**config.mk**
```make
export PLATFORM = sky130hd
export DESIGN_NAME = scr_ram
export DESIGN_NICKNAME = d
export VERILOG_FILES = /design/src/rtl/scr_ram.sv
export SDC_FILE = /design/constraint.sdc
export NUM_CORES = 1
export LEC_CHECK = 0
export BUFFER_PORTS_ARGS = -buffer_cell sky130_fd_sc_hd__buf_4
export CAP_MARGIN = 20
export CELL_PAD_IN_SITES_DETAIL_PLACEMENT = 1
export CELL_PAD_IN_SITES_GLOBAL_PLACEMENT = 1
export CORE_UTILIZATION = 45
export CTS_CLUSTER_DIAMETER = 200
export DETAILED_ROUTE_END_ITERATION = 7
export MAX_ROUTING_LAYER = met4
export PLACE_DENSITY_LB_ADDON = 0.1
export SETUP_SLACK_MARGIN = 0.15
export SYNTH_ARGS = -nofsm -noshare
export SYNTH_HDL_FRONTEND = slang
export SYNTH_SLANG_ARGS = --single-unit
```
**constraint.sdc**
```tcl
create_clock -name clk_i -period 3.2 [get_ports clk_i]
set_input_delay 0.64 -clock clk_i [delete_from_list [all_inputs] [get_ports clk_i]]
set_output_delay 0.64 -clock clk_i [all_outputs]
set_load 0.01 [all_outputs]
```
**src/rtl/scr_ram.sv**
```systemverilog
module scr_ram #(
  parameter int WIDTH = 8,
  parameter int DEPTH = 64,
  localparam int AW = (DEPTH > 1) ? $clog2(DEPTH) : 1
) (
  input  logic             clk_i,
  input  logic             we_i,
  input  logic [AW-1:0]    waddr_i,
  input  logic [WIDTH-1:0] wdata_i,
  input  logic             re_i,
  input  logic [AW-1:0]    raddr_i,
  output logic [WIDTH-1:0] rdata_o
);

  logic [WIDTH-1:0] mem_q [DEPTH];

  // Read returns the old contents when the same entry is written in that cycle.
  always_ff @(posedge clk_i) begin
    if (we_i) begin
      mem_q[waddr_i] <= wdata_i;
    end
    if (re_i) begin
      rdata_o <= mem_q[raddr_i];
    end
  end

endmodule

```
==> results.md <==
- Final setup violation count: 0
- Clock Power Share: roughly two fifths
- Clock Skew: 10.7 ps
- H-tree levels: 2
- PD cells: approximately 610 mW/mm2
- Total of max-cap violations: 0
- Commonest register cell after synthesis: edfxtp_1
- Initial antenna violation count: 0
- Postcts setup bufs: 0
- Area delta synth->final: 16.3%
- EDFF count, synth: 520
- Outcome: completed
- Sequential element share of the synthesized area: 77.1%
- Antenna diode count: 0
- Ys async rst share: 0%
- Combinational power share: under 10%
- Layout cell share with drive strength beyond 1: roughly a third
- Cell area after synthesis: a little over 0.02 mm2
- Static Leak: roughly 7.6 nW
- Clock sink total: 520
- Fmax: 421 MHz
- Unrepaired setup endpoints after global routing: false
- Vias: around 10000
- Switching Share: about a fifth
- Routed WL: about 50000 um
- Antenna-violating nets left: 0
- CP Launch Type: primary input
- Pin count of the biggest net entering global routing: between 60 and 70
- Port Buffer Count: 30
- Multi-input logic area: ~0.0043 mm2
- Initial Utilization: 45.7%
- GRT Total Usage: a little under a quarter
- Clock Latency Late Sink: approximately 600 ps
- Site row count: 77
- Clock buffer count from CTS: between 50 and 60
- Resized cells post-CTS: 0
- Clk pin slew, worst setup/hold paths: 60 ps
- Remaining global-route overflow: 0
- Synth Net Count: 963
- CTS root buf: clkbuf_16
- Avg Synthesized Cell Area: around 22 um2
- Worst Tran Pin Value: 771 ps
- Setup_tns: 0 ps
- WS Path Type: in2reg
- Final core occ: a little over half
- Commonest cells after routing, fill and taps aside: 520 x edfxtp_1, 130 x buf_4, 126 x mux4_2
- Slew HR: approximately 50%
- DRC violation count after routing: 0
- Largest fanout on the critical path: 19
- Internal power: between 10 and 15 mW
- I/O pins: 31
- Clk buf depth: 3
- Switching Power: approximately 3.0 mW
- Crit path arrival time: roughly 2700 ps
- Max-slew violations: 0
- Drt first-iter violations: slightly below 900
- Core Footprint: about 0.044 mm2
- WHS: roughly 370 ps
- First-pass GRT wire length: roughly 73000 um
- Critical Path Sink Type: register
- Post-DP HPWL: 30800 um
- Register area: around 0.016 mm2
- Final hold violation count: 0
- Router iterations before antenna repair: 5
- WL/cell: approximately 29 um
- Tcrit/Tclk final: about three quarters
- Commonest non-fill, non-tap cell in the layout: edfxtp_1
- Sequential share of power: a little over half
- Hold Crit Class: in2reg
- Fill count: a little under 4000
- Syn. warnings: 0
- Die height: 214 um
- Maximum VDD drop: a little under 0.0004 V
- Worst EP required: between 3000 and 4000 ps
- Synthesis-stage register bit count: 520
- Cts hold-fix bufs: 0
- Vias in the first global route: about 11000
- Synth cell types: 39
- Cells after synthesis: 940
- DR vias/cell: 5.79
- Global placer's final weighted congestion: 0.775
- Full die area: between 0.04 and 0.05 mm2
- CTS tree: yes
- Die width: between 200 and 250 um
- Final min period: around 2400 ps
- Nets: 1109
-- Yosys cell counts (2+ instances only) --
master     number  area share [%]
edfxtp_1      520              77
mux4_2        126              14
nor2_1         83             1.5
mux2i_1        23             1.1
nand2_1        19            0.35
clkbuf_1       17            0.32
nor2b_1        14            0.43
buf_4          13            0.48
mux2_2         13            0.72
nand3_1        13            0.32
buf_2          11            0.27
o221ai_1        8            0.35
o22ai_1         8            0.25
nand2b_1        7            0.22
nor3_1          7            0.17
a221oi_1        6            0.26
a211oi_1        4            0.15
buf_1           4           0.074
buf_6           4            0.22
a21oi_1         3           0.074
a22oi_1         3            0.11
nand3b_1        3            0.11
o2111ai_1       3            0.13
o2bb2ai_1       3            0.13
a2111oi_0       2           0.087
buf_12          2            0.20
nand4_1         2           0.062
nor4_1          2           0.062
o21a_1          2           0.074
o21ai_0         2           0.049
o21ai_1         2           0.049
o221a_2         2            0.11
o32ai_1         2           0.087
o41ai_1         2           0.087
-- flip-flops by register name (all words and copies together) (netlist names) --
register,flops
mem_q,512
rdata_o,8
-- cell families after synthesis --
logic type / Yosys count / share of synthesized area [%]
multiplexers: 162 / 15.9
flip-flops: 520 / 77.1
buffers and inverters: 51 / 1.56
AND/OR/NAND/NOR: 153 / 3.37
AO/OA/AOI/OAI: 54 / 2.06
-- routing by layer --
metal  up-vias  GRT usage, %  wire, um
met4         0          5.64      1030
met3        75          4.58      3170
met5         -             -         0
met2       323          35.2     23400
met1      5332          31.5     21500
li1       4224             -         -
-- worst max-delay path: stages --
cell       delay [ps]
clkbuf_8          260
buf_12            240
mux4_2            520
nor2b_1           150
a2111oi_0         570
buf_4             250
o41ai_1            70
-- power by group through the flow --
stage | sequential (mW) | clock [mW] | combinational [mW]
final | 7.58 | 6.00 | 0.760
after global routing | 7.58 | 6.36 | 0.814
after detailed placement | 7.72 | 0 | 0.771
after global placement | 7.72 | 0 | 0.758
after floorplan | 7.71 | 0 | 0.402
after CTS | 7.58 | 6.12 | 0.772
-- worst paths after layout --
kind	cells after the start	startpoint	endpoint	slack, ps
hold reg to reg	3	mem_q[30][4]	rdata_o[4]	920
setup reg to reg	5	mem_q[29][4]	rdata_o[4]	1060
hold / removal	1	re_i	rdata_o[0]	370
setup / recovery	7	raddr_i[0]	rdata_o[3]	820
-- per-stage QoR --
step / std cells / worst slack, ps / power, mW / cell area [um2]
finish: 1719 / 824 / 14.3 / 23500
global route: 1719 / 766 / 14.7 / 23500
CTS: 1719 / 842 / 14.5 / 23500
detailed placement: 1623 / 211 / 8.49 / 21900
global placement: 1623 / 220 / 8.48 / 21900
floorplan: 940 / 754 / 8.11 / 20200
-- final cells by class --
class / count / share of cell area (%)
flip-flops and latches: 520 / 66.3
clock buffers: 66 / 6.02
well taps: 592 / 3.15
multi-input cells: 369 / 18.3
repair buffers: 142 / 5.14
clock inverters: 30 / 1.02
Power figures use the tool's default switching activity.
