<file path="src/rtl/scr_pkg.sv">
package scr_pkg;

  // Input operation codes.
  typedef enum logic [1:0] {
    OP_WRITE_TEXT = 2'd0,
    OP_WRITE_FONT = 2'd1,
    OP_RENDER     = 2'd2,
    OP_UNUSED     = 2'd3
  } scr_op_e;

  // Register indexes on the configuration port (paddr bit 2).
  localparam logic REG_TEXT_LENGTH  = 1'b0;
  localparam logic REG_MS_PER_PIXEL = 1'b1;

  localparam logic [6:0]  TEXT_LENGTH_RST  = 7'd1;
  localparam logic [15:0] MS_PER_PIXEL_RST = 16'd125;

  localparam int FONT_DEPTH = 2048;
  localparam int FONT_AW    = 11;
  localparam int FIFO_DEPTH = 4;

  // Fixed rainbow color of each glyph row, red in the top byte.
  localparam logic [23:0] ROW_PALETTE [0:7] = '{
    24'hFF0000, 24'hFF8000, 24'hFFFF00, 24'h00FF00,
    24'h00FFFF, 24'h0000FF, 24'h8000FF, 24'hFF0080
  };

  typedef struct packed {
    logic [6:0]  text_length;
    logic [15:0] ms_per_pixel;
  } scr_cfg_t;

  typedef struct packed {
    logic [5:0] column;
    logic [7:0] mask;
    logic       last;
  } scr_entry_t;

endpackage

</file>
<file path="src/rtl/scr_apb_regs.sv">
module scr_apb_regs
  import scr_pkg::*;
(
  input  logic        clk_i,
  input  logic        rst_ni,
  input  logic        psel,
  input  logic        penable,
  input  logic        pwrite,
  input  logic [2:0]  paddr,
  input  logic [31:0] pwdata,
  output logic [31:0] prdata,
  output logic        pready,
  output scr_cfg_t    cfg_o
);

  scr_cfg_t cfg_q;
  logic     wr_en;

  assign wr_en  = psel && penable && pwrite;
  assign pready = 1'b1;
  assign cfg_o  = cfg_q;

  always_ff @(posedge clk_i or negedge rst_ni) begin
    if (!rst_ni) begin
      cfg_q.text_length  <= TEXT_LENGTH_RST;
      cfg_q.ms_per_pixel <= MS_PER_PIXEL_RST;
    end else if (wr_en) begin
      unique case (paddr[2])
        REG_TEXT_LENGTH:  cfg_q.text_length  <= pwdata[6:0];
        REG_MS_PER_PIXEL: cfg_q.ms_per_pixel <= pwdata[15:0];
        default: ;
      endcase
    end
  end

  always_comb begin
    unique case (paddr[2])
      REG_TEXT_LENGTH:  prdata = {25'd0, cfg_q.text_length};
      REG_MS_PER_PIXEL: prdata = {16'd0, cfg_q.ms_per_pixel};
      default:          prdata = '0;
    endcase
  end

endmodule

</file>
<file path="config.mk">
export PLATFORM = sky130hd
export DESIGN_NAME = scr_apb_regs
export DESIGN_NICKNAME = d
export VERILOG_FILES = /design/src/rtl/scr_pkg.sv /design/src/rtl/scr_apb_regs.sv
export SDC_FILE = /design/constraint.sdc
export NUM_CORES = 1
export LEC_CHECK = 0
export BUFFER_PORTS_ARGS = -buffer_cell sky130_fd_sc_hd__clkbuf_2
export CORE_ASPECT_RATIO = 0.8
export CORE_MARGIN = 5
export CORE_UTILIZATION = 39
export DETAILED_ROUTE_END_ITERATION = 10
export GPL_TIMING_DRIVEN = 0
export HOLD_SLACK_MARGIN = 0.06
export PLACE_DENSITY = 0.8
export SYNTH_ARGS = -nofsm -noshare
export SYNTH_HDL_FRONTEND = slang
export SYNTH_SLANG_ARGS = --single-unit
</file>
<file path="constraint.sdc">
create_clock -name clk_i -period 1.5 [get_ports clk_i]
set_input_delay 0.3 -clock clk_i [delete_from_list [all_inputs] [get_ports clk_i]]
set_output_delay 0.3 -clock clk_i [all_outputs]
set_load 0.005 [all_outputs]
</file>
==> run metrics <==
Final Wtd Congestion=around 0.7; post-synthesis xor/xnor area fraction=0%; count of final hold-check violations=0; chip height=approximately 60 um; CP startpoint kind=flip-flop; Clock Tree Buf Depth=2; complex-gate fraction of the synthesized area=0%; number of global-route vias before repair=~900; Hold Path Class=in -> reg; hold slack=0.2703 ns; Clock Latency Late Sink=around 0.26 ns; post-route ant nets=0; top routing layer used=met4; Final Core Density=54.98%; max frequency=~730 MHz; worst-path cell chain=mux2_2, clkbuf_2; kind of critical path=reg -> out; DRC violations left=0; Crit path largest cell delay=~0.56 ns; Clock Tree Root=clkbuf_8; warnings from Yosys=0; drt first-iter violations=21; #FFs+latches synth=23; synthesized cell area=roughly 1200 um2; Via Count=about 880; portion of netlist area occupied by mux cells=30.80%; htree depth=1; headroom to the max-slew limit=roughly 62%; largest family of logic cells by synthesized area=multiplexers; clk sinks=23; Core ar.=slightly above 3000 um2; P&R area growth vs syn=37.17%; Die Width=just over 70 um; GR Overflow Total=0; Die ar.=around 4300 um2; Leakage=0.0009246 uW; Syn Inst Count=between 80 and 90; min cycle time layout=roughly 1.4 ns; fin nets=205; initial core utilization=40.08%; Buf/Inv on CP=1; RSZ-0062 raised after global routing=false; CP max-delay cell=dfstp_2; post-synthesis adder-cell area fraction=0%; routed wl met3=244 um; Total Power=1862 uW; Final Instance Area=about 1700 um2; # fillers=around 290; cts repair resizes=0; Slew Viols, Final=0; share of cells above drive strength 1=around 73%; PwrDens=1114 nW/um2; Rows=18; CTS tree=yes; CP Max Fanout=3; initial antenna violation count=0; Reg clk slew, reported paths=approximately 0.080 ns; peak supply drop=between 0.6 and 0.7 mV; # diodes=0; simple-gate share of the synthesized area=approximately 8.3%; Synth Area per Inst=roughly 14 um2; wire per inst=approximately 14 um; setup TNS=0 ns; # setup viols final=0; Num CTS Buffers=3; fin crit share=between 90% and 100%; DR pass1 iterations=3; Worst EP required=approximately 1.2 ns; Critical Path End Type=output port; Netlist cell types=11; vias per cell=roughly 4.3; final setup skew=0 ns; largest net degree at the start of global routing=24; DRT met1 WL=approximately 1.0 mm; CP arrival=approximately 1.1 ns; gr usage total=14.13%; multi-input logic area=approximately 540 um2; Total Wirelength=2.847 mm; number of flip-flops in the largest register=23; first-pass GRT wire length=4.678 mm; worst slew pin tran=a little under 0.6 ns; max-cap violations=0; Area after DPL=between 1500 and 2000 um2; Sequential Area=~600 um2; routed wl met2=about 1.6 mm; PortBufs=slightly below 60; sequential share of the synthesized area=between 40% and 50%; DP HPWL=2.312 mm; Ports=96; status=completed; cell family with most CP delay=flip-flops
-- metrics by stage --
stage	worst slack [ns]	std cells
2_1_floorplan	0.1853	101
3_3_place_gp	-0.03612	200
3_5_place_dp	-0.07141	200
4_1_cts	0.1225	204
5_1_grt	0.09573	204
6_report	0.1372	204
-- cell usage after synthesis --
| cell type | instances | area [um2] |
|---|---|---|
| and2_1 | 9 | 56.30 |
| buf_4 | 18 | 135.1 |
| buf_6 | 1 | 11.26 |
| clkbuf_1 | 1 | 3.750 |
| conb_1 | 2 | 7.510 |
| dfrtp_1 | 16 | 400.4 |
| dfstp_2 | 7 | 183.9 |
| mux2_2 | 20 | 225.2 |
| mux2_4 | 10 | 150.1 |
| nand4_4 | 1 | 21.27 |
| nand4b_4 | 1 | 23.77 |
-- timing repair --
item | in CTS | in global routing
hold endpoints to repair | 16 | 0
setup buffers | 0 | 0
hold buffers | 1 | 0
endpoints found under the setup margin | 1 | 0
-- final cells by class --
class,instances,share of cell area (%)
Sequential cell,23,34.96
Buffer,19,8.757
Tap cell,40,2.994
Timing Repair Buffer,60,18.26
Multi-Input combinational cell,58,32.34
Clock buffer,4,2.695
-- power by group --
part           switching, uW  total (uW)  internal [uW]
logic                    223         600            377
registers                105         893            789
clock network            180         369            189
-- worst paths after layout --
path	start	to	slack (ns)	cells past startpoint
max in group asynchronous	rst_ni	cfg_o[2]	0.54	2
min reg2reg	cfg_o[21]	cfg_o[21]	0.54	1
min	pwdata[13]	cfg_o[13]	0.27	2
max	cfg_o[6]	prdata[6]	0.14	2
min in group asynchronous	rst_ni	cfg_o[20]	0.58	2
max reg2reg	cfg_o[9]	cfg_o[9]	0.70	1
-- cell usage in the layout (no fill, tap or decap), drive strengths merged --
master       synthesis  final
dlygate4sd3          0      1
dfrtp               16     16
nand4                1      1
mux2                30     30
clkbuf               1     63
dfstp                7      7
nand4b               1      1
buf                 19     19
and2                 9      9
conb                 2     17
-- cell families (layout without fill, tap and decap cells) --
family                 after synthesis  after routing
and+or+nand+nor                     11             11
other                                2             17
DFF                                 23             23
buffers and inverters               20             83
muxes                               30             30
-- per-layer routing --
metal | track usage (%) | up-vias
li1 | - | 413
met1 | 15.41 | 425
met2 | 26.72 | 36
met3 | 4.370 | 2
met4 | 3.684 | 0
met5 | 0 | -
Power figures use the tool's default switching activity.
