### src/rtl/scr_divmod.sv
module scr_divmod #(
  parameter int MOD_W = 10
) (
  input  logic             clk_i,
  input  logic             rst_ni,
  input  logic             start_i,
  input  logic [31:0]      dividend_i,
  input  logic [15:0]      divisor_i,
  input  logic [MOD_W-1:0] modulus_i,
  output logic             done_o,
  output logic [MOD_W-1:0] result_o
);

  // Restoring division, one quotient bit per cycle, most significant first.
  // Each quotient bit is folded into a running remainder modulo the modulus,
  // so the quotient itself is never stored.
  logic             busy_q;
  logic             done_q;
  logic [4:0]       cnt_q;
  logic [31:0]      dv_q;
  logic [15:0]      rem_q;
  logic [15:0]      div_q;
  logic [MOD_W-1:0] mod_q;
  logic [MOD_W-1:0] modulus_q;

  logic [16:0]      trial;
  logic             qbit;
  logic [15:0]      rem_d;
  logic [MOD_W:0]   m2;
  logic [MOD_W-1:0] mod_d;

  always_comb begin
    trial = {rem_q, dv_q[31]};
    qbit  = trial >= {1'b0, div_q};
    rem_d = qbit ? 16'(trial - {1'b0, div_q}) : trial[15:0];
    m2    = {mod_q, qbit};
    mod_d = (m2 >= {1'b0, modulus_q}) ? MOD_W'(m2 - {1'b0, modulus_q}) : m2[MOD_W-1:0];
  end

  always_ff @(posedge clk_i or negedge rst_ni) begin
    if (!rst_ni) begin
      busy_q <= 1'b0;
      done_q <= 1'b0;
      cnt_q  <= '0;
    end else begin
      done_q <= 1'b0;
      if (start_i) begin
        busy_q <= 1'b1;
        cnt_q  <= '0;
      end else if (busy_q) begin
        cnt_q <= cnt_q + 5'd1;
        if (cnt_q == 5'd31) begin
          busy_q <= 1'b0;
          done_q <= 1'b1;
        end
      end
    end
  end

  always_ff @(posedge clk_i) begin
    if (start_i) begin
      dv_q      <= dividend_i;
      div_q     <= divisor_i;
      modulus_q <= modulus_i;
      rem_q     <= '0;
      mod_q     <= '0;
    end else if (busy_q) begin
      dv_q  <= {dv_q[30:0], 1'b0};
      rem_q <= rem_d;
      mod_q <= mod_d;
    end
  end

  assign done_o   = done_q;
  assign result_o = mod_q;

endmodule

### config.mk
export PLATFORM = sky130hd
export DESIGN_NAME = scr_divmod
export DESIGN_NICKNAME = d
export VERILOG_FILES = /design/src/rtl/scr_divmod.sv
export SDC_FILE = /design/constraint.sdc
export NUM_CORES = 1
export LEC_CHECK = 0
export ABC_AREA = 1
export BUFFER_PORTS_ARGS = -buffer_cell sky130_fd_sc_hd__buf_2
export CAP_MARGIN = 20
export CORE_MARGIN = 4
export CORE_UTILIZATION = 57
export CTS_BUF_LIST = sky130_fd_sc_hd__clkbuf_4
export DETAILED_ROUTE_END_ITERATION = 16
export PLACE_DENSITY_LB_ADDON = 0.05
export SKIP_CTS_REPAIR_TIMING = 1
export SLEW_MARGIN = 20
export SYNTH_ARGS = -nofsm -noshare
export SYNTH_HDL_FRONTEND = slang
export SYNTH_SLANG_ARGS = --single-unit
### constraint.sdc
create_clock -name clk_i -period 5.8 [get_ports clk_i]
set_input_delay 0.58 -clock clk_i [delete_from_list [all_inputs] [get_ports clk_i]]
set_output_delay 0.58 -clock clk_i [all_outputs]
set_load 0.05 [all_outputs]
==> results_dict.tcl, run 1 <==
set metrics [dict create \
    status "completed" \
    crit_arrival_ns 3.73 \
    fin_ws_ns 2.45 \
    grt_max_degree 42 \
    power_density_mw_per_mm2 453 \
    num_antenna_cells 0 \
    p_leak_nw 3.15 \
    hold_path_depth 1 \
    die_area_mm2 0.0111 \
    gp_congestion 0.924 \
    r2r_setup_slack_ns 2.45 \
    fin_nets 840 \
    netlist_top_cells_count "nand2_1 (254), inv_1 (103), edfxtp_1 (58), nand3_1 (44), ha_1 (28)" \
    period_share_pct 57.7 \
    wl_per_cell_um 13.2 \
    ys_async_sr_fraction_pct 7.69 \
    worstHoldStart "modulus_i[5]" \
    cts_buffers 9 \
    start_kind "flip-flop" \
    clkTransAtPathRegs_ns 0.17 \
    clock_latency_ns 0.48 \
    slowest_delay_ns 0.42 \
    synth.distinct_cells 41 \
    firstDrtPassIters 5 \
    cts_root_buffer "clkbuf_4" \
    drive_above_1_share_pct 17.9 \
    fin_area_mm2 0.00601 \
    cp_common_cell "nand2_1" \
    track_usage_pct 21.9 \
    post_dp_cell_area_mm2 0.00582 \
    grt_pass1_vias 4160 \
    final_util_pct 65.4 \
    skew_ns 0.0237 \
    irDropWorstVdd_v 0.000205 \
    syn_inst 676 \
    synth_seq_cells 91 \
    crit_type "reg2reg" \
    antenna_found_initial 0 \
    post-route-min-period_ns 3.35 \
    crit_slowest_cell "nor2_4" \
    min_to "modulus_q[5]$_DFFE_PP_" \
    num_rows 35 \
    crit_chain "inv_1 > ha_1 > nand2_1 > nand2_1 > nand2_1 > nand2_1 > nand2_1 > nand2_2 > nor2_4 > nand2_4 > inv_2 > ha_1 > inv_1 > fa_1 > nand3_1 > nand2_1 > nand3_1 > nand2_1 > xor2_1 > nand2_1 > nand3_1 > nand2_1" \
    core-area_mm2 0.00920 \
    grt_pass1_wl_um 19600 \
    dp_hpwl_um 8350 \
    die_w_um 105 \
    cp_max_fo 17 \
    syn_area_per_cell_um2 7.96 \
    avgViaCountPerCell 5.07 \
    hold_class "in2reg" \
    fp.dieH_um 105 \
    worstReg2RegEnd "result_o[6]$_SDFFE_PP0P_" \
    tightestPinTransition_ns 0.918 \
    tns_ns 0 \
    max_freq_mhz 299 \
    p_total_mw 2.72 \
    yosys_most_used_dff "edfxtp_1" \
    yosysSeqAreaShare_pct 45.3 \
    rr_startpoint "div_q[10]$_DFFE_PP_" \
    globalRoute.totalOverflow 0 \
    synth_area_mm2 0.00538 \
    drc 0 \
    dpl_worst_slack_ns 2.46 \
    ys_top_cells_by_area "edfxtp_1 (32%), nand2_1 (18%), dfxtp_1 (9.7%)" \
    vias 4386 \
    synth_edf_count 58 \
    ioPinCount 72 \
    netlist.area_leader.share_pct 32.3 \
    drv_cap 0 \
    synth.most_common_cell "nand2_1" \
    htree_levels 3 \
    crit_buf_inv 3 \
    slew_violations 0 \
    start_util_pct 58.5 \
    hold_viol 0 \
    drtIter0Drc 155 \
    clk_path_buf_depth 2 \
    cts_tree "done" \
    cpLargestDelayFamily "simple AND/OR/NAND/NOR gates" \
    port_buffers 71 \
    routed_wirelength_um 11400 \
    cp-end-kind "flip-flop" \
    setup_violations 0 \
    synthesis.nets 767 \
    yosysWarningCount 0 \
    cp.required_ns 6.18 \
    rsz0062_at_grt "no" \
    relSlewSlack_pct 38.7 \
    synthToLayoutAreaGrowth_pct 11.6 \
    ant_nets 0 \
    netlist.top_cell.by_area "edfxtp_1" \
    cts_sinks 91 \
    rr_worst_depth 22 \
]
[registers in the layout, indices dropped and copies added, names as in the netlist]
signal     count
busy_q         1
cnt_q          5
div_q         16
done_o         1
dv_q          32
modulus_q     10
rem_q         16
result_o      10
[layer usage]
layer	vias to the layer above	part of all wire (%)	track usage, %
met5	-	0	0
met4	0	1.5	4.97
met3	16	5.0	6.42
met2	94	45	34.0
met1	1986	48	30.3
li1	2290	-	-
[layout by cell type (no fill, tap or decap), types with 12 or more instances in the layout]
master and n:
nand3_2 18, ha_1 28, buf_2 71, nand2_1 254, a21oi_1 12, edfxtp_1 58
nand3_1 44, nor2_1 23, inv_1 103, dfxtp_1 26
[area by class of cell]
| class | count | area [µm²] |
|---|---|---|
| fillers | 833 | 3190 |
| clock inverters | 7 | 110 |
| inverters | 107 | 402 |
| flip-flops and latches | 91 | 2440 |
| clock buffers | 9 | 67.6 |
| well taps | 111 | 139 |
| multi-input cells | 464 | 2460 |
| repair buffers | 76 | 395 |
[logic make-up (layout without fill, tap and decap cells)]
kind of cell / Yosys count / after routing / synth area share, %
simple gates: 387 / 387 / 32.8
buf+inv: 121 / 199 / 9.04
flops: 91 / 91 / 45.3
compound gates: 35 / 35 / 3.72
fa+ha+maj: 30 / 30 / 7.25
xor+xnor: 12 / 12 / 1.95
[metrics by stage]
stage	cells	hold WS [ns]
final	865	0.274
after global routing	865	0.214
after CTS	864	-0.133
after detailed placement	848	0.420
after global placement	848	0.422
after floorplan	676	0.284
[where the power goes]
group | switching, mW | internal (mW)
Sequential | 0.0753 | 0.814
Combinational | 0.916 | 0.493
Clock | 0.244 | 0.182
[worst max path at each step]
| stage | endpoint | cells after the start | slack, ns | startpoint |
|---|---|---|---|---|
| 2_1_floorplan | result_o[6]$_SDFFE_PP0P_ | 22 | 3.15 | div_q[12]$_DFFE_PP_ |
| 3_3_place_gp | result_o[6]$_SDFFE_PP0P_ | 22 | 2.54 | div_q[11]$_DFFE_PP_ |
| 3_5_place_dp | result_o[6]$_SDFFE_PP0P_ | 22 | 2.46 | div_q[11]$_DFFE_PP_ |
| 4_1_cts | result_o[6]$_SDFFE_PP0P_ | 22 | 2.43 | div_q[10]$_DFFE_PP_ |
| 5_1_grt | result_o[6]$_SDFFE_PP0P_ | 22 | 2.14 | div_q[10]$_DFFE_PP_ |
| 6_report | result_o[6]$_SDFFE_PP0P_ | 22 | 2.45 | div_q[10]$_DFFE_PP_ |
Note: power is estimated with default switching activity, not from simulation.
==> inputs of run 2 (changes only) <==
--- a/config.mk
+++ b/config.mk
@@ -9,7 +9,7 @@
 export BUFFER_PORTS_ARGS = -buffer_cell sky130_fd_sc_hd__buf_2
 export CAP_MARGIN = 20
 export CORE_MARGIN = 4
-export CORE_UTILIZATION = 57
+export CORE_UTILIZATION = 54
 export CTS_BUF_LIST = sky130_fd_sc_hd__clkbuf_4
 export DETAILED_ROUTE_END_ITERATION = 16
 export PLACE_DENSITY_LB_ADDON = 0.05
==> constraint.sdc (replaced) <==
create_clock -name clk_i -period 2.8 [get_ports clk_i]
set_input_delay 0.28 -clock clk_i [delete_from_list [all_inputs] [get_ports clk_i]]
set_output_delay 0.28 -clock clk_i [all_outputs]
set_load 0.05 [all_outputs]
==> run 2 against run 1 <==
Compared with the run above:
- routed wire length increased by 8.1%
- flip-flop and latch count is the same
- cell area up 9.7%
- first-iteration DRC count up 32%
- global-route usage decreased by 0.54 points
- cell count is 6.6% higher
- clock skew is 0.0011 ns lower
- count of clock-buffer cells in the layout rose by 2
- non-clock buffer count increased by 35
- clock power up 57%
- critical endpoint unchanged
- largest cell class unchanged
- largest power group unchanged
==> results_dict.tcl, run 2 (same netlist as run 1, synthesis figures left out) <==
set metrics [dict create \
    nFillCells 853 \
    hold_viol 0 \
    routed_wirelength_um 12300 \
    relSlewSlack_pct 39.3 \
    cp_common_cell "nand2_1" \
    clkTransAtPathRegs_ns 0.15 \
    cp-end-kind "flip-flop" \
    fin_ws_ns 0.161 \
    pwr-share-seq_pct 32.1 \
    hold_class "in2reg" \
    largest_registers "dv_q x32, div_q x16, rem_q x16" \
    power.net_switching_mw 2.70 \
    cp.required_ns 3.16 \
    drtIter0Drc 204 \
    regMostFlops "dv_q" \
    crit_chain "inv_1 > ha_4 > nand2_1 > nand2_1 > nand2_1 > nand2_1 > inv_2 > nand3_2 > nand2_4 > nand2_4 > inv_2 > ha_4 > inv_2 > fa_2 > nand3_2 > nand2_4 > nand3_1 > nand2_1 > xor2_1 > nand2_1 > nand3_1 > nand2_1" \
    ant_nets 0 \
    cts_sinks 91 \
    hold_slack_ns 0.0694 \
    power_density_mw_per_mm2 897 \
    swShare_pct 45.7 \
    cts_buffers 9 \
    startpoint "div_q[6]$_DFFE_PP_" \
    cts_tree "done" \
    largest_reg_flops 32 \
    p_int_mw 3.21 \
    period_share_pct 94.2 \
    crit_slowest_cell "edfxtp_1" \
    p_total_mw 5.91 \
    tightestPinTransition_ns 0.909 \
    drive_above_1_share_pct 23.2 \
    dpl_worst_slack_ns 0.00753 \
    multiInputGateArea_mm2 0.00273 \
    drv_cap 0 \
    crit_type "reg2reg" \
    vias 4565 \
    firstDrtPassIters 5 \
    layout_common_cells "nand2_1 (246), inv_1 (95), buf_2 (71)" \
    rsz0062_at_grt "no" \
    irDropWorstVdd_v 0.000540 \
    grt_pass1_vias 4233 \
    num_rows 36 \
    rr_startpoint "div_q[6]$_DFFE_PP_" \
    die_w_um 108 \
    start_util_pct 55.3 \
    die_area_mm2 0.0116 \
    slew_violations 0 \
    htree_levels 3 \
    grt_pass1_wl_um 19600 \
    fin_nets 875 \
    clk_path_buf_depth 2 \
    p_leak_nw 3.28 \
    slowest_delay_ns 0.40 \
    status "completed" \
    synthToLayoutAreaGrowth_pct 22.5 \
    cp_max_fo 4 \
    fp.dieH_um 108 \
    port_buffers 71 \
    grt_max_degree 56 \
    clock_latency_ns 0.46 \
    mostFrequentLayoutCell "nand2_1" \
    combPwrFrac_pct 56.6 \
    crit_buf_inv 4 \
    start_kind "flip-flop" \
    dp_hpwl_um 8620 \
    pwr-share-clk_pct 11.3 \
    track_usage_pct 21.4 \
    setup_violations 0 \
    place_inst 876 \
    antenna_found_initial 0 \
    skew_ns 0.0226 \
    worstHoldStart "dividend_i[0]" \
    regArea_mm2 0.00244 \
    tns_ns 0 \
    stdcell_count 922 \
    cts_root_buffer "clkbuf_4" \
    crit_arrival_ns 3.00 \
    post-route-min-period_ns 2.64 \
    max_freq_mhz 379 \
    wl_per_cell_um 13.4 \
    num_antenna_cells 0 \
    drc 0 \
    gp_congestion 0.916 \
    ioPinCount 72 \
    avgViaCountPerCell 4.95 \
    cpLargestDelayFamily "simple AND/OR/NAND/NOR gates" \
    core-area_mm2 0.00973 \
    globalRoute.totalOverflow 0 \
]
-- run 2: through the flow --
step           util, %  area, µm²
6_report          67.8       6600
3_5_place_dp      60.7       5910
2_1_floorplan        -       5380
4_1_cts           62.0       6030
5_1_grt           67.8       6600
3_3_place_gp      60.7       5910
-- run 2: routing by layer --
layer | track usage (%) | up-vias | part of all wire [%]
li1 | - | 2361 | -
met5 | 0 | - | 0
met3 | 5.64 | 8 | 5.0
met4 | 4.15 | 0 | 0.86
met2 | 35.0 | 104 | 48
met1 | 28.8 | 2092 | 46
-- run 2: worst register-to-register path: stages (launching register included) --
cell      delay (ns)
edfxtp_1        0.40
inv_1           0.11
ha_4            0.22
nand2_1         0.06
nand2_1         0.07
nand2_1         0.07
nand2_1         0.08
inv_2           0.07
nand3_2         0.09
nand2_4         0.10
nand2_4         0.05
inv_2           0.07
ha_4            0.13
inv_2           0.04
fa_2            0.37
nand3_2         0.10
nand2_4         0.07
nand3_1         0.09
nand2_1         0.07
xor2_1          0.13
nand2_1         0.06
nand3_1         0.07
nand2_1         0.05
-- run 2: worst paths after layout --
| path | end | slack, ns | cells after the start |
|---|---|---|---|
| worst max register to register | result_o[6]$_SDFFE_PP0P_ | 0.16 | 22 |
| worst min register to register | result_o[7]$_SDFFE_PP0P_ | 0.50 | 2 |
| worst max-delay path | result_o[6]$_SDFFE_PP0P_ | 0.16 | 22 |
| min in group asynchronous | done_o$_DFF_PN0_ | 0.17 | 2 |
| worst min-delay path | dv_q[0]$_SDFFCE_PN0P_ | 0.07 | 3 |
| max in group asynchronous | cnt_q[4]$_DFFE_PN0P_ | 2.45 | 2 |
-- run 2: layout make-up --
class | instances | share of cell area (%)
inverters | 107 | 6.09
multi-input cells | 464 | 41.4
flip-flops and latches | 91 | 37.0
repair buffers | 111 | 11.2
well taps | 133 | 2.52
clock buffers | 11 | 1.25
clock inverters | 5 | 0.607
-- run 2: power by group through the flow --
stage	logic [mW]	clock network, mW	registers [mW]
floorplan	2.15	0	2.07
global placement	2.95	0	1.87
detailed placement	2.99	0	1.88
CTS	3.02	0.689	1.85
global route	3.76	0.747	1.93
finish	3.35	0.667	1.90
==> inputs of run 3 (changes only) <==
--- a/config.mk
+++ b/config.mk
@@ -9,8 +9,7 @@
 export BUFFER_PORTS_ARGS = -buffer_cell sky130_fd_sc_hd__buf_2
 export CAP_MARGIN = 20
 export CORE_MARGIN = 4
-export CORE_UTILIZATION = 54
-export CTS_BUF_LIST = sky130_fd_sc_hd__clkbuf_4
+export CORE_UTILIZATION = 53
 export DETAILED_ROUTE_END_ITERATION = 16
 export PLACE_DENSITY_LB_ADDON = 0.05
 export SKIP_CTS_REPAIR_TIMING = 1
==> run 3 against run 2 <==
Compared with the run above:
- total power is 1.2% higher
- first-iteration DRC count is 8.3% higher
- flip-flop and latch count stayed put
- clock power is 22% higher
- worst hold slack better by 0.022 ns
- register-to-register slack hardly changed
- maximum frequency is 0.22% lower
- utilization is 3.1 points lower
- setup slack worse by 0.0059 ns
- clock skew is 0.0070 ns lower
- critical path type unchanged
- critical endpoint unchanged
- largest cell class unchanged
- highest routed layer unchanged
==> results_dict.tcl, run 3 (same netlist as run 1, synthesis figures left out) <==
set metrics [dict create \
    nFillCells 906 \
    ant_nets 0 \
    fp.dieH_um 109 \
    regMostFlops "dv_q" \
    num_antenna_cells 0 \
    wl_per_cell_um 13.3 \
    slew_violations 0 \
    slowest_delay_ns 0.37 \
    port_buffers 71 \
    dpl_worst_slack_ns 0.00806 \
    power_density_mw_per_mm2 942 \
    place_inst 878 \
    crit_slowest_cell "edfxtp_1" \
    cp.required_ns 3.06 \
    mostFrequentLayoutCell "nand2_1" \
    start_kind "flip-flop" \
    routed_wirelength_um 12000 \
    multiInputGateArea_mm2 0.00269 \
    crit_type "reg2reg" \
    grt_max_degree 46 \
    status "completed" \
    antenna_found_initial 0 \
    cp_max_fo 5 \
    clk_path_buf_depth 2 \
    p_leak_nw 3.21 \
    cp-end-kind "flip-flop" \
    hold_path_depth 1 \
    worstHoldStart "modulus_i[4]" \
    start_util_pct 54.8 \
    cts_root_buffer "clkbuf_8" \
    hold_class "in2reg" \
    cts_sinks 91 \
    hold_slack_ns 0.0909 \
    p_total_mw 5.99 \
    die_area_mm2 0.0118 \
    path_depth 20 \
    grt_pass1_vias 4243 \
    fin_area_mm2 0.00635 \
    regArea_mm2 0.00244 \
    cts_tree "done" \
    largest_reg_flops 32 \
    period_share_pct 94.5 \
    clock_latency_ns 0.36 \
    synthToLayoutAreaGrowth_pct 18.0 \
    cp_common_cell "nand2_1" \
    irDropWorstVdd_v 0.000408 \
    drc 0 \
    drive_above_1_share_pct 23.1 \
    hold_viol 0 \
    ioPinCount 72 \
    fin_ws_ns 0.155 \
    crit_arrival_ns 2.91 \
    avgViaCountPerCell 4.92 \
    relSlewSlack_pct 40.4 \
    post_dp_cell_area_mm2 0.00591 \
    die_w_um 109 \
    stdcell_count 900 \
    drv_cap 0 \
    core-area_mm2 0.00982 \
    clkTransAtPathRegs_ns 0.10 \
    crit_buf_inv 3 \
    track_usage_pct 20.6 \
    htree_levels 3 \
    fin_nets 853 \
    max_freq_mhz 378 \
    cpLargestDelayFamily "simple AND/OR/NAND/NOR gates" \
    cts_buffers 9 \
    num_rows 36 \
    skew_ns 0.0155 \
    firstDrtPassIters 5 \
    layout_common_cells "nand2_1 (244), inv_1 (99), buf_2 (71)" \
    globalRoute.totalOverflow 0 \
    grt_pass1_wl_um 19500 \
    drtIter0Drc 221 \
    crit_chain "inv_1 > ha_4 > nand2_1 > nand2_2 > a21oi_2 > nand2_2 > nor2_4 > nand2_4 > inv_2 > ha_2 > inv_1 > fa_2 > nand3_1 > nand2_2 > nand3_2 > nand2_1 > xor2_1 > nand2_1 > nand3_1 > nand2_1" \
    setup_violations 0 \
    dp_hpwl_um 8560 \
    vias 4431 \
    tightestPinTransition_ns 0.894 \
    rr_startpoint "div_q[14]$_DFFE_PP_" \
    startpoint "div_q[14]$_DFFE_PP_" \
    post-route-min-period_ns 2.64 \
    gp_congestion 0.890 \
    largest_registers "dv_q x32, div_q x16, rem_q x16" \
    rr_worst_depth 20 \
]
==> run 3: layer usage <==
layer	vias up	global-route usage [%]	wire length, µm
li1	2326	-	-
met1	2005	28.8	5760
met2	90	33.2	5570
met3	10	3.37	534
met4	0	5.95	114
met5	-	0	0
==> run 3: worst paths after layout <==
| path | end | slack [ns] |
|---|---|---|
| setup / recovery | result_o[6]$_SDFFE_PP0P_ | 0.16 |
| hold / removal | modulus_q[4]$_DFFE_PP_ | 0.09 |
| setup reg to reg | result_o[6]$_SDFFE_PP0P_ | 0.16 |
| hold reg to reg | rem_q[14]$_SDFFE_PP0P_ | 0.48 |
| max in group asynchronous | cnt_q[2]$_DFFE_PN0P_ | 2.35 |
| min in group asynchronous | cnt_q[4]$_DFFE_PN0P_ | 0.28 |
==> run 3: cell type report <==
class / instances / area share, %
inverters: 107 / 6.32
clock inverters: 3 / 0.355
flip-flops and latches: 91 / 38.4
multi-input cells: 465 / 42.3
repair buffers: 88 / 7.64
well taps: 133 / 2.62
clock buffers: 13 / 2.34
==> run 3: where the power goes <==
| group | internal, mW | leakage [nW] | total (mW) | switching [mW] |
|---|---|---|---|---|
| clock | 0.353 | 0.0880 | 0.814 | 0.461 |
| sequential | 1.69 | 0.913 | 1.89 | 0.202 |
| combinational | 1.28 | 2.20 | 3.28 | 2.00 |
==> run 3: worst reg2reg max path: stages, from the launching register on <==
cell and delay, ns:
edfxtp_1 0.37, inv_1 0.10, ha_4 0.22, nand2_1 0.08, nand2_2 0.07, a21oi_2 0.17, nand2_2 0.09, nor2_4 0.11
nand2_4 0.06, inv_2 0.05, ha_2 0.17, inv_1 0.07, fa_2 0.36, nand3_1 0.10, nand2_2 0.10, nand3_2 0.07
nand2_1 0.06, xor2_1 0.13, nand2_1 0.06, nand3_1 0.07, nand2_1 0.05
==> run 3: per-stage QoR <==
stage | util, % | TNS (ns)
6_report | 64.7 | 0
5_1_grt | 64.7 | -0.0331
4_1_cts | 61.9 | 0
3_5_place_dp | 60.2 | 0
3_3_place_gp | 60.2 | 0
2_1_floorplan | - | 0
